===== src/rtl/core/chrl_pkg.sv =====
// Package for the consistent hash ring lookup block.
// Holds op and status codes and the sequencer state type; no dependencies.
`default_nettype none
package chrl_pkg;
	typedef enum logic [1:0] {
		OP_ADD = 2'd0,
		OP_REMOVE = 2'd1,
		OP_LOOKUP = 2'd2,
		OP_CONTAINS = 2'd3
	} op_t;

	typedef enum logic [1:0] {
		ST_OK = 2'd0,
		ST_ABSENT = 2'd1,
		ST_FULL = 2'd2
	} status_t;

	typedef enum logic [2:0] {
		S_IDLE,
		S_SEARCH,
		S_DECIDE,
		S_SHIFT,
		S_EMIT,
		S_OUT
	} state_t;

	localparam logic [31:0] SIGN_FLIP = 32'h8000_0000;
	localparam int unsigned MAX_OUT = 16;
endpackage
`default_nettype wire


===== src/rtl/core/consistent_hash_ring_lookup.sv =====
// Top level of the consistent hash ring lookup block.
// Uses chrl_pkg for codes and state types; the ring lives in one memory here.
//
// Usage: requests come in on the in channel (in_valid/in_ready), one key byte
// per request. A byte without last_byte only updates the hash and gives no
// result, and the block stays ready. On the last byte the op runs against the
// sorted ring, which is held in a synchronous memory read one entry a cycle.
// The search reads one entry per cycle up to the first position not below the
// key; add and remove then move entries one at a time, each by a read and a
// write, and a lookup reads one entry per result. The memory has a single
// port, and the block takes no new request until the final one is through.
// Results leave through an output register on the out channel; when the
// receiver stalls, the sequencer holds until the register is taken. Reset
// clears the hash, the entry count and the sequencer; the memory contents are
// not cleared, since only entries below the count are ever read.
`default_nettype none
module consistent_hash_ring_lookup #(
	parameter int RING_ENTRIES = 16
) (
	input  wire logic       clk,
	input  wire logic       arst_n,
	input  wire logic       in_valid,
	output logic            in_ready,
	input  wire logic [1:0] op,
	input  wire logic [7:0] key_byte,
	input  wire logic       last_byte,
	input  wire logic [7:0] node_id,
	input  wire logic [4:0] replicas,
	output logic            out_valid,
	input  wire logic       out_ready,
	output logic [1:0]      status,
	output logic [7:0]      found_node,
	output logic [4:0]      entry_count,
	output logic            last_result
);
	localparam int AW = (RING_ENTRIES > 1) ? $clog2(RING_ENTRIES) : 1;
	localparam int CW = $clog2(RING_ENTRIES + 1);

	logic [39:0] mem [RING_ENTRIES];
	logic [39:0] rdata_q;
	logic [AW-1:0] raddr;
	logic          ren;
	logic [AW-1:0] waddr;
	logic          wen;
	logic [39:0]   wdata;

	chrl_pkg::state_t state_q, state_d;
	logic [31:0] hash_q, key_q;
	logic [CW-1:0] count_q;
	logic [CW:0] idx_q, cur_q;
	logic [4:0] left_q;
	logic [1:0] op_q;
	logic [7:0] nid_q;
	logic [4:0] want_q;
	logic rd_pend_q;

	logic [31:0] hash_next;
	logic accept;
	logic out_free;
	logic out_load;
	logic emit_hold;
	logic [4:0] emit_lim;

	function automatic logic [4:0] sat5(input logic [CW:0] v);
		return (int'(v) > 31) ? 5'd31 : 5'(v);
	endfunction

	assign out_free = !out_valid || out_ready;
	assign hash_next = (hash_q << 5) - hash_q + {24'd0, key_byte};
	assign in_ready = (state_q == chrl_pkg::S_IDLE);
	assign accept = in_valid && in_ready;

	always_ff @(posedge clk) begin
		if (wen) begin
			mem[waddr] <= wdata;
		end
		if (ren) begin
			rdata_q <= mem[raddr];
		end
	end

	logic [CW:0] cnt_ext;
	assign cnt_ext = {1'b0, count_q};
	logic ge_key;
	assign ge_key = (rdata_q[39:8] ^ chrl_pkg::SIGN_FLIP) >= (key_q ^ chrl_pkg::SIGN_FLIP);
	logic hit;
	assign hit = (idx_q < cnt_ext) && rdata_q[39:8] == key_q;

	assign emit_lim = (int'(cnt_ext) > chrl_pkg::MAX_OUT) ? 5'(chrl_pkg::MAX_OUT) :
		5'(cnt_ext);
	assign out_load = ((state_q == chrl_pkg::S_DECIDE) && out_free &&
		(op_q != chrl_pkg::OP_LOOKUP || count_q == '0)) ||
		((state_q == chrl_pkg::S_EMIT) && rd_pend_q && out_free);
	assign emit_hold = (state_q == chrl_pkg::S_EMIT) && rd_pend_q && !out_free;

	// Memory port control and next state.
	always_comb begin
		state_d = state_q;
		ren = 1'b0;
		raddr = cur_q[AW-1:0];
		wen = 1'b0;
		waddr = cur_q[AW-1:0];
		wdata = rdata_q;
		case (state_q)
			chrl_pkg::S_IDLE: begin
				if (accept && last_byte) begin
					state_d = chrl_pkg::S_SEARCH;
				end
			end
			chrl_pkg::S_SEARCH: begin
				if (rd_pend_q && ge_key) begin
					state_d = chrl_pkg::S_DECIDE;
				end else if (cur_q >= cnt_ext) begin
					if (!rd_pend_q || !ge_key) begin
						state_d = chrl_pkg::S_DECIDE;
					end
				end else begin
					ren = 1'b1;
				end
			end
			chrl_pkg::S_DECIDE: begin
				if (out_free) begin
					state_d = chrl_pkg::S_OUT;
					case (op_q)
						chrl_pkg::OP_ADD: begin
							if (hit) begin
								wen = 1'b1;
								waddr = idx_q[AW-1:0];
								wdata = {key_q, nid_q};
							end else if (cnt_ext < RING_ENTRIES[CW:0]) begin
								state_d = chrl_pkg::S_SHIFT;
							end
						end
						chrl_pkg::OP_REMOVE: begin
							if (hit) begin
								state_d = chrl_pkg::S_SHIFT;
							end
						end
						chrl_pkg::OP_LOOKUP: begin
							if (count_q != '0) begin
								state_d = chrl_pkg::S_EMIT;
							end
						end
						default: ;
					endcase
				end
			end
			chrl_pkg::S_SHIFT: begin
				if (op_q == chrl_pkg::OP_ADD) begin
					if (cur_q == idx_q) begin
						wen = 1'b1;
						waddr = idx_q[AW-1:0];
						wdata = {key_q, nid_q};
						state_d = chrl_pkg::S_OUT;
					end else if (rd_pend_q) begin
						wen = 1'b1;
						waddr = cur_q[AW-1:0];
					end else begin
						ren = 1'b1;
						raddr = AW'(cur_q - 1'b1);
					end
				end else begin
					if (cur_q >= cnt_ext) begin
						state_d = chrl_pkg::S_OUT;
					end else if (rd_pend_q) begin
						wen = 1'b1;
						waddr = cur_q[AW-1:0];
					end else begin
						ren = 1'b1;
						raddr = AW'(cur_q + 1'b1);
					end
				end
			end
			chrl_pkg::S_EMIT: begin
				if (rd_pend_q) begin
					if (out_free) begin
						if (left_q == 5'd1) begin
							state_d = chrl_pkg::S_IDLE;
						end else begin
							ren = 1'b1;
						end
					end
				end else begin
					ren = 1'b1;
				end
			end
			chrl_pkg::S_OUT: begin
				state_d = chrl_pkg::S_IDLE;
			end
			default: state_d = chrl_pkg::S_IDLE;
		endcase
	end

	always_ff @(posedge clk or negedge arst_n) begin
		if (!arst_n) begin
			state_q <= chrl_pkg::S_IDLE;
			hash_q <= '0;
			count_q <= '0;
			out_valid <= 1'b0;
			rd_pend_q <= 1'b0;
			cur_q <= '0;
			idx_q <= '0;
			left_q <= '0;
		end else begin
			state_q <= state_d;
			rd_pend_q <= ren || emit_hold;
			if (out_load) begin
				out_valid <= 1'b1;
			end else if (out_valid && out_ready) begin
				out_valid <= 1'b0;
			end
			case (state_q)
				chrl_pkg::S_IDLE: begin
					if (accept) begin
						hash_q <= last_byte ? '0 : hash_next;
						cur_q <= '0;
					end
				end
				chrl_pkg::S_SEARCH: begin
					if (rd_pend_q && ge_key) begin
						idx_q <= cur_q - 1'b1;
					end else if (cur_q >= cnt_ext) begin
						idx_q <= cnt_ext;
					end else begin
						cur_q <= cur_q + 1'b1;
					end
				end
				chrl_pkg::S_DECIDE: begin
					if (out_free) begin
						if (op_q == chrl_pkg::OP_ADD) begin
							cur_q <= cnt_ext;
							if (!hit && cnt_ext < RING_ENTRIES[CW:0]) begin
								count_q <= count_q + 1'b1;
							end
						end else if (op_q == chrl_pkg::OP_REMOVE) begin
							cur_q <= idx_q;
							if (hit) begin
								count_q <= count_q - 1'b1;
							end
						end else begin
							cur_q <= (idx_q >= cnt_ext) ? '0 : idx_q;
							if (want_q == '0) begin
								left_q <= 5'd1;
							end else if (want_q > emit_lim) begin
								left_q <= emit_lim;
							end else begin
								left_q <= want_q;
							end
						end
						if (op_q != chrl_pkg::OP_LOOKUP || count_q == '0) begin
							last_result <= 1'b1;
							found_node <= '0;
							if (op_q == chrl_pkg::OP_ADD) begin
								status <= hit ? chrl_pkg::ST_OK :
									(cnt_ext < RING_ENTRIES[CW:0]) ? chrl_pkg::ST_OK :
									chrl_pkg::ST_FULL;
								entry_count <= sat5((!hit && cnt_ext < RING_ENTRIES[CW:0]) ?
									cnt_ext + 1'b1 : cnt_ext);
							end else if (op_q == chrl_pkg::OP_REMOVE) begin
								status <= hit ? chrl_pkg::ST_OK : chrl_pkg::ST_ABSENT;
								entry_count <= sat5(hit ? cnt_ext - 1'b1 : cnt_ext);
							end else begin
								status <= hit ? chrl_pkg::ST_OK : chrl_pkg::ST_ABSENT;
								entry_count <= sat5(cnt_ext);
							end
						end
					end
				end
				chrl_pkg::S_SHIFT: begin
					if (op_q == chrl_pkg::OP_ADD) begin
						if (cur_q != idx_q && rd_pend_q) begin
							cur_q <= cur_q - 1'b1;
						end
					end else if (cur_q + 1'b1 < cnt_ext + 1'b1 && rd_pend_q) begin
						cur_q <= cur_q + 1'b1;
					end
				end
				chrl_pkg::S_EMIT: begin
					if (!rd_pend_q || out_free) begin
						if (rd_pend_q) begin
							status <= chrl_pkg::ST_OK;
							found_node <= rdata_q[7:0];
							entry_count <= sat5(cnt_ext);
							last_result <= (left_q == 5'd1);
							left_q <= left_q - 1'b1;
						end
						if (!rd_pend_q || left_q != 5'd1) begin
							cur_q <= (cur_q + 1'b1 >= cnt_ext) ? '0 : cur_q + 1'b1;
						end
					end
				end
				default: ;
			endcase
		end
	end

	// Operands of the final request are captured with its last byte.
	always_ff @(posedge clk) begin
		if (accept && last_byte) begin
			key_q <= hash_next;
			op_q <= op;
			nid_q <= node_id;
			want_q <= replicas;
		end
	end

	a_count_bound: assert property (@(posedge clk) disable iff (!arst_n)
		cnt_ext <= RING_ENTRIES[CW:0])
		else $error("ring count above capacity");
	a_busy_no_accept: assert property (@(posedge clk) disable iff (!arst_n)
		(state_q != chrl_pkg::S_IDLE) |-> !in_ready)
		else $error("request taken while busy");
	a_count_step: assert property (@(posedge clk) disable iff (!arst_n)
		(state_q == chrl_pkg::S_IDLE) |=> (count_q == $past(count_q)))
		else $error("ring count changed while idle");
endmodule
`default_nettype wire


===== config.mk =====
export PLATFORM = sky130hd
export DESIGN_NAME = consistent_hash_ring_lookup
export DESIGN_NICKNAME = d
export VERILOG_FILES = /design/src/rtl/core/chrl_pkg.sv /design/src/rtl/core/consistent_hash_ring_lookup.sv
export SDC_FILE = /design/constraint.sdc
export NUM_CORES = 1
export LEC_CHECK = 0
export BUFFER_PORTS_ARGS = -buffer_cell sky130_fd_sc_hd__buf_2
export CORE_UTILIZATION = 50
export DETAILED_ROUTE_END_ITERATION = 10
export MAX_ROUTING_LAYER = met4
export PLACE_DENSITY = 0.66
export SETUP_SLACK_MARGIN = 0.3
export SLEW_MARGIN = 20
export SYNTH_ARGS = -nofsm -noshare
export SYNTH_HDL_FRONTEND = slang
export SYNTH_SLANG_ARGS = --single-unit

===== constraint.sdc =====
create_clock -name clk -period 7.2 [get_ports clk]
set_input_delay 1.44 -clock clk [delete_from_list [all_inputs] [get_ports clk]]
set_output_delay 1.44 -clock clk [all_outputs]
set_load 0.02 [all_outputs]

== Word level (Yosys, flattened, before mapping) ==
Memory sizes are Yosys's and may differ from the RTL's. A register that Yosys moved wholly into a read port is not among the register bits.
Index checks and enable logic that the tools add are counted.
Storage, ports and cells
  register bits: 122
  bits in latches: 0
  memory bits (writable): 640
  memory bits (read-only): 0
  output and inout port bits: 18
  memories kept: 1
Memory list
  mem: depth 16, bits a word 40, rd ports 1, clocked after memory_dff 1, wr ports 1, RTL line consistent_hash_ring_lookup.sv:39  | logic [39:0] mem [RING_ENTRIES];
Operators by class
  add/subtract/negate cells: 9
  multipliers: 0
  div/mod/pow operators: 0
  $lt $le $gt $ge: 12
  eq/ne operators: 32
  shift operators: 0
  multiplexer cells: 118
  bitwise logic cells: 2
  reductions and logical operators: 43
Operator list (count)
  $mux 40: 5
  $mux 5: 21
  $mux 6: 17
  $pmux 40 s2: 1
  $mux 4: 11
  $mux 3: 14
  $add 32x8->32: 1
  $eq 32x32->1: 1
  $ge 32x32->1: 1
  $mux 32: 1
  $mux 8: 4
  $sub 32x32->32: 1
  $pmux 6 s5: 1
  $mux 1: 26
  $pmux 5 s2: 2
  $ge 6x5->1: 3
  $ne 3x3->1 const B: 6
  $reduce_and 9->1: 2
  $ne 2x2->1 const B: 8
  $pmux 8 s2: 1
  $pmux 3 s5: 1
  $mux 2: 7
  $ne 2x1->1 const B: 7
  $logic_and 1x1->1: 13
  other kinds (37): 61

== Longest topological paths before layout ==
  word-level depth: 11
  gate-level depth with buffers: 15
  gate-level depth less buffers: 15

== Least setup slack after synthesis ==
Ideal clock, no wire load.
  path type: register -> register
  from: register count_q[2]
  to: memory mem[0][0] (enable)
  data arrival time: 4.501 ns
  setup slack: 2.261 ns
  stages on the path, launching flop included: 15
  cells stage by stage: dfrtp_1 -> clkbuf_1 -> inv_1 -> ha_1 -> a21o_1 -> a21oi_1 -> o221ai_1 -> or2_1 -> clkbuf_1 -> o21ai_0 -> inv_1 -> clkbuf_1 -> a21boi_0 -> nand2_1 -> nor2_1
On the way
  word-level cells in the longest chain between the ends: 8
RTL lines
  from (decl): RTL line consistent_hash_ring_lookup.sv:49  | logic [CW-1:0] count_q;
  from (signal assigned): RTL line consistent_hash_ring_lookup.sv:233  | count_q <= count_q + 1'b1;
  from (signal assigned): RTL line consistent_hash_ring_lookup.sv:238  | count_q <= count_q - 1'b1;
  $lt 6x5->1: RTL line consistent_hash_ring_lookup.sv:87  | assign hit = (idx_q < cnt_ext) && rdata_q[39:8] == key_q;
  $logic_and 1x1->1: RTL line consistent_hash_ring_lookup.sv:87
  $mux 1: RTL line consistent_hash_ring_lookup.sv:126  | if (hit) begin
  $mux 1: RTL line consistent_hash_ring_lookup.sv:124  | case (op_q)
  $mux 1: RTL line consistent_hash_ring_lookup.sv:122  | if (out_free) begin
  $pmux 1 s2: RTL line consistent_hash_ring_lookup.sv:104  | case (state_q)
  $mux 1: RTL line consistent_hash_ring_lookup.sv:74  | if (wen) begin
  $mux 1 (not written as such): RTL line consistent_hash_ring_lookup.sv:75  | mem[waddr] <= wdata;
  to (decl): RTL line consistent_hash_ring_lookup.sv:39
Parallel ways exist; a longest one is shown, timed or not.

== Final worst setup path ==
  from: register count_q[4]
  to: memory mem[9][20] (enable)
Same word-level chain as after synthesis.

==> metrics.txt <==
clk slew on worst S/H paths 60 ps; Critical Path End mem[9][20]$_DFFE_PP_; Final TNS setup 0 ps; critical path type flip-flop to flip-flop; DR DRC count 0; synthesized area 35,400 um2; post-route ant nets 0; Via density 6.030; NumNets Final 2,485; crit path capture type flip-flop; wire per inst 24.93 um; Max IR drop VDD 0.3708 mV; Syn Area/Cell 15.86 um2; DRT Wirelength 83,030 um; clk sinks 802; post-synthesis sequential area ratio 67.20%; Post-CTS Hold Buffers 0; Clock Tree Root clkbuf_16; reg2reg setup slack 2140 ps; I/O Buffers 45; crit start category flip-flop; GRT overflow 0; post-layout minimum cycle time 5055 ps; Post-CTS Resized 0; Hold Fails Final Rpt 0; largest net degree at the start of global routing 124; CP max FO 24; CTS buffer count 84; share of post-route cells with drive strength above 1 17.36%; area of the multi-input gates 10,810 um2; Hold Crit Start hash_q[2]$_DFFE_PN0P_; fin worst setup slack 2145 ps; Yosys top cell area share 63.03%; Achievable Freq 197.8 MHz; die height 268.1 um; global-route wire length before repair 125,500 um; # fillers 5,432; Async SR Flop Fraction 7.357%; DIE AREA 71,860 um2; GP Congestion 0.9028; Mapped Nets 2,392; outcome complete, no violations; max_slew headroom 26.25%; reg2reg end mem[9][20]$_DFFE_PP_; starting density of the core 50.55%; P&R area growth vs syn 11.91%; worst-margin pin slew 1099 ps; Core Region 70,030 um2; top_reg_cell synth edfxtp_1; RSZ-0062 raised after global routing no; FF+latch count, synth 802; Arrival @ worst endpoint 5350 ps; DRT iter0 DRCs 1,890; Slew Viols, Final 0; number of flops mapped to enable cells by yosys 743; I/O pin total 46; Post-CTS Setup Repair Bufs 0; # rows 97; P_leak 14.20 nW; HP Class flip-flop to flip-flop; Post-Layout Cell Count 3,331; worst-skew pair later-pin latency 650 ps; RR Startpoint count_q[4]$_DFFE_PN0P_; Pre-Repair DR Iteration Count 5; Synth Instances 2,232; TritonCTS clock tree done; fin util 56.57%; DP Worst Slack 2164 ps; Ys Warns 0; cell taking the most area after synthesis edfxtp_1; FF/Latch Area 23,790 um2; WP data required 7490 ps; DP HPWL 52,490 um; Total GRT Usage 24.37%; Unique masters post-synth 81; number of antenna violations at the first check in global routing 0; DR vias 20,090; most instantiated cells after synthesis edfxtp_1, nand2_1, ha_1; H-Tree Level Count 3; vias in the first global route 20,100; Fin Clk Skew 38.63 ps; top cells by area, synth edfxtp_1, mux4_2, ha_1; final period utilization 70.21%; placed instance count 3,179; # setup viols final 0; critical path launch point count_q[4]$_DFFE_PN0P_; most frequent cell after synthesis edfxtp_1; R2R cell count 12; Die Wd 268.1 um; n_diodes 0; total of max-cap violations 0; Max Buffers Root-to-Sink 3; pwr/cell area 464.1 nW/um2
-- state kept, by name (all words and copies together), names as in the netlist, 2 cells and up --
signal and flops:
want_q 5, idx_q 6, hash_q 32, op_q 2, found_node 8, mem 640, nid_q 8, key_q 32
left_q 5, count_q 5, status 2, state_q 3, entry_count 5, rdata_q 40, cur_q 6
-- worst min-delay path by stage --
stage	cells past startpoint	endpoint	slack (ps)
2_1_floorplan	2	hash_q[2]$_DFFE_PN0P_	450
3_3_place_gp	2	hash_q[2]$_DFFE_PN0P_	470
4_1_cts	2	hash_q[2]$_DFFE_PN0P_	490
6_report	2	hash_q[2]$_DFFE_PN0P_	490
3_5_place_dp	2	hash_q[2]$_DFFE_PN0P_	480
5_1_grt	2	hash_q[2]$_DFFE_PN0P_	510
-- stage by stage --
step                hold WS [ps]  instance area [um2]  power, W
finish                     489.3                39610   0.01838
global placement           465.4                36920   0.01415
detailed placement         477.9                36920   0.01425
global route               507.1                39610   0.01935
floorplan                  448.5                35400   0.01198
CTS                        491.7                39610   0.01850
-- layout make-up --
type | instances | share of cell area [%]
Tap cell | 940 | 2.969
Inverter | 112 | 1.061
Timing Repair Buffer | 108 | 1.857
Clock inverter | 57 | 1.342
Sequential cell | 802 | 60.05
Clock buffer | 95 | 5.436
Multi-Input combinational cell | 1217 | 27.28
-- cells in the final DEF, fill, tap and decap left out, types with 11 or more instances in the layout --
master     count
edfxtp_1     743
nor2_4        17
nand2_1      158
clkbuf_16     84
a21oi_1       88
o21ai_0       70
and2_1        24
a22o_1        31
a21o_1        29
o22ai_1       26
ha_1         127
nand3_1       22
mux4_2       116
nor2_1        70
buf_2         45
mux2i_1       80
nor3_1        22
nand2b_1      18
xnor2_1       34
o221ai_1      43
clkinv_1      17
a31oi_1       28
clkinv_2      21
buf_4         60
dfrtp_1       59
inv_1        108
a211oi_2      18
o21a_1        17
and3_1        18
xor2_1        11
-- cell families after synthesis --
family / share of synthesized area (%)
multiplexers: 10.37
adder cells (fa/ha/maj): 4.772
AND/OR/NAND/NOR: 5.189
XOR/XNOR: 1.216
buffers and inverters: 2.736
flip-flops: 67.20
AO/OA/AOI/OAI: 8.512
-- worst max-delay path, cell delays in order (launching register included) --
cell and delay (ps):
dfrtp_1 550, clkinv_1 450, ha_1 450, nand4_1 120
o221ai_1 160, or2_1 390, o21ai_2 180, buf_4 310
inv_2 220, a21boi_0 340, nand2_1 320, nor2_4 680
buf_4 470
-- layer usage --
metal / up-vias / global-route usage [%] / routed length (um)
met5: - / - / 0
met4: 0 / 7.459 / 2095
met3: 131 / 2.896 / 4302
met2: 628 / 39.64 / 41390
met1: 10360 / 32.31 / 35250
li1: 8965 / - / -
-- where the power goes --
part	total [W]	switching (W)	internal (W)
Sequential	0.00670	0.000390	0.00631
Clock	0.00421	0.00182	0.00239
Combinational	0.00748	0.00459	0.00288
Total	0.0184	0.00680	0.0116
Note: power is estimated with default switching activity, not from simulation.
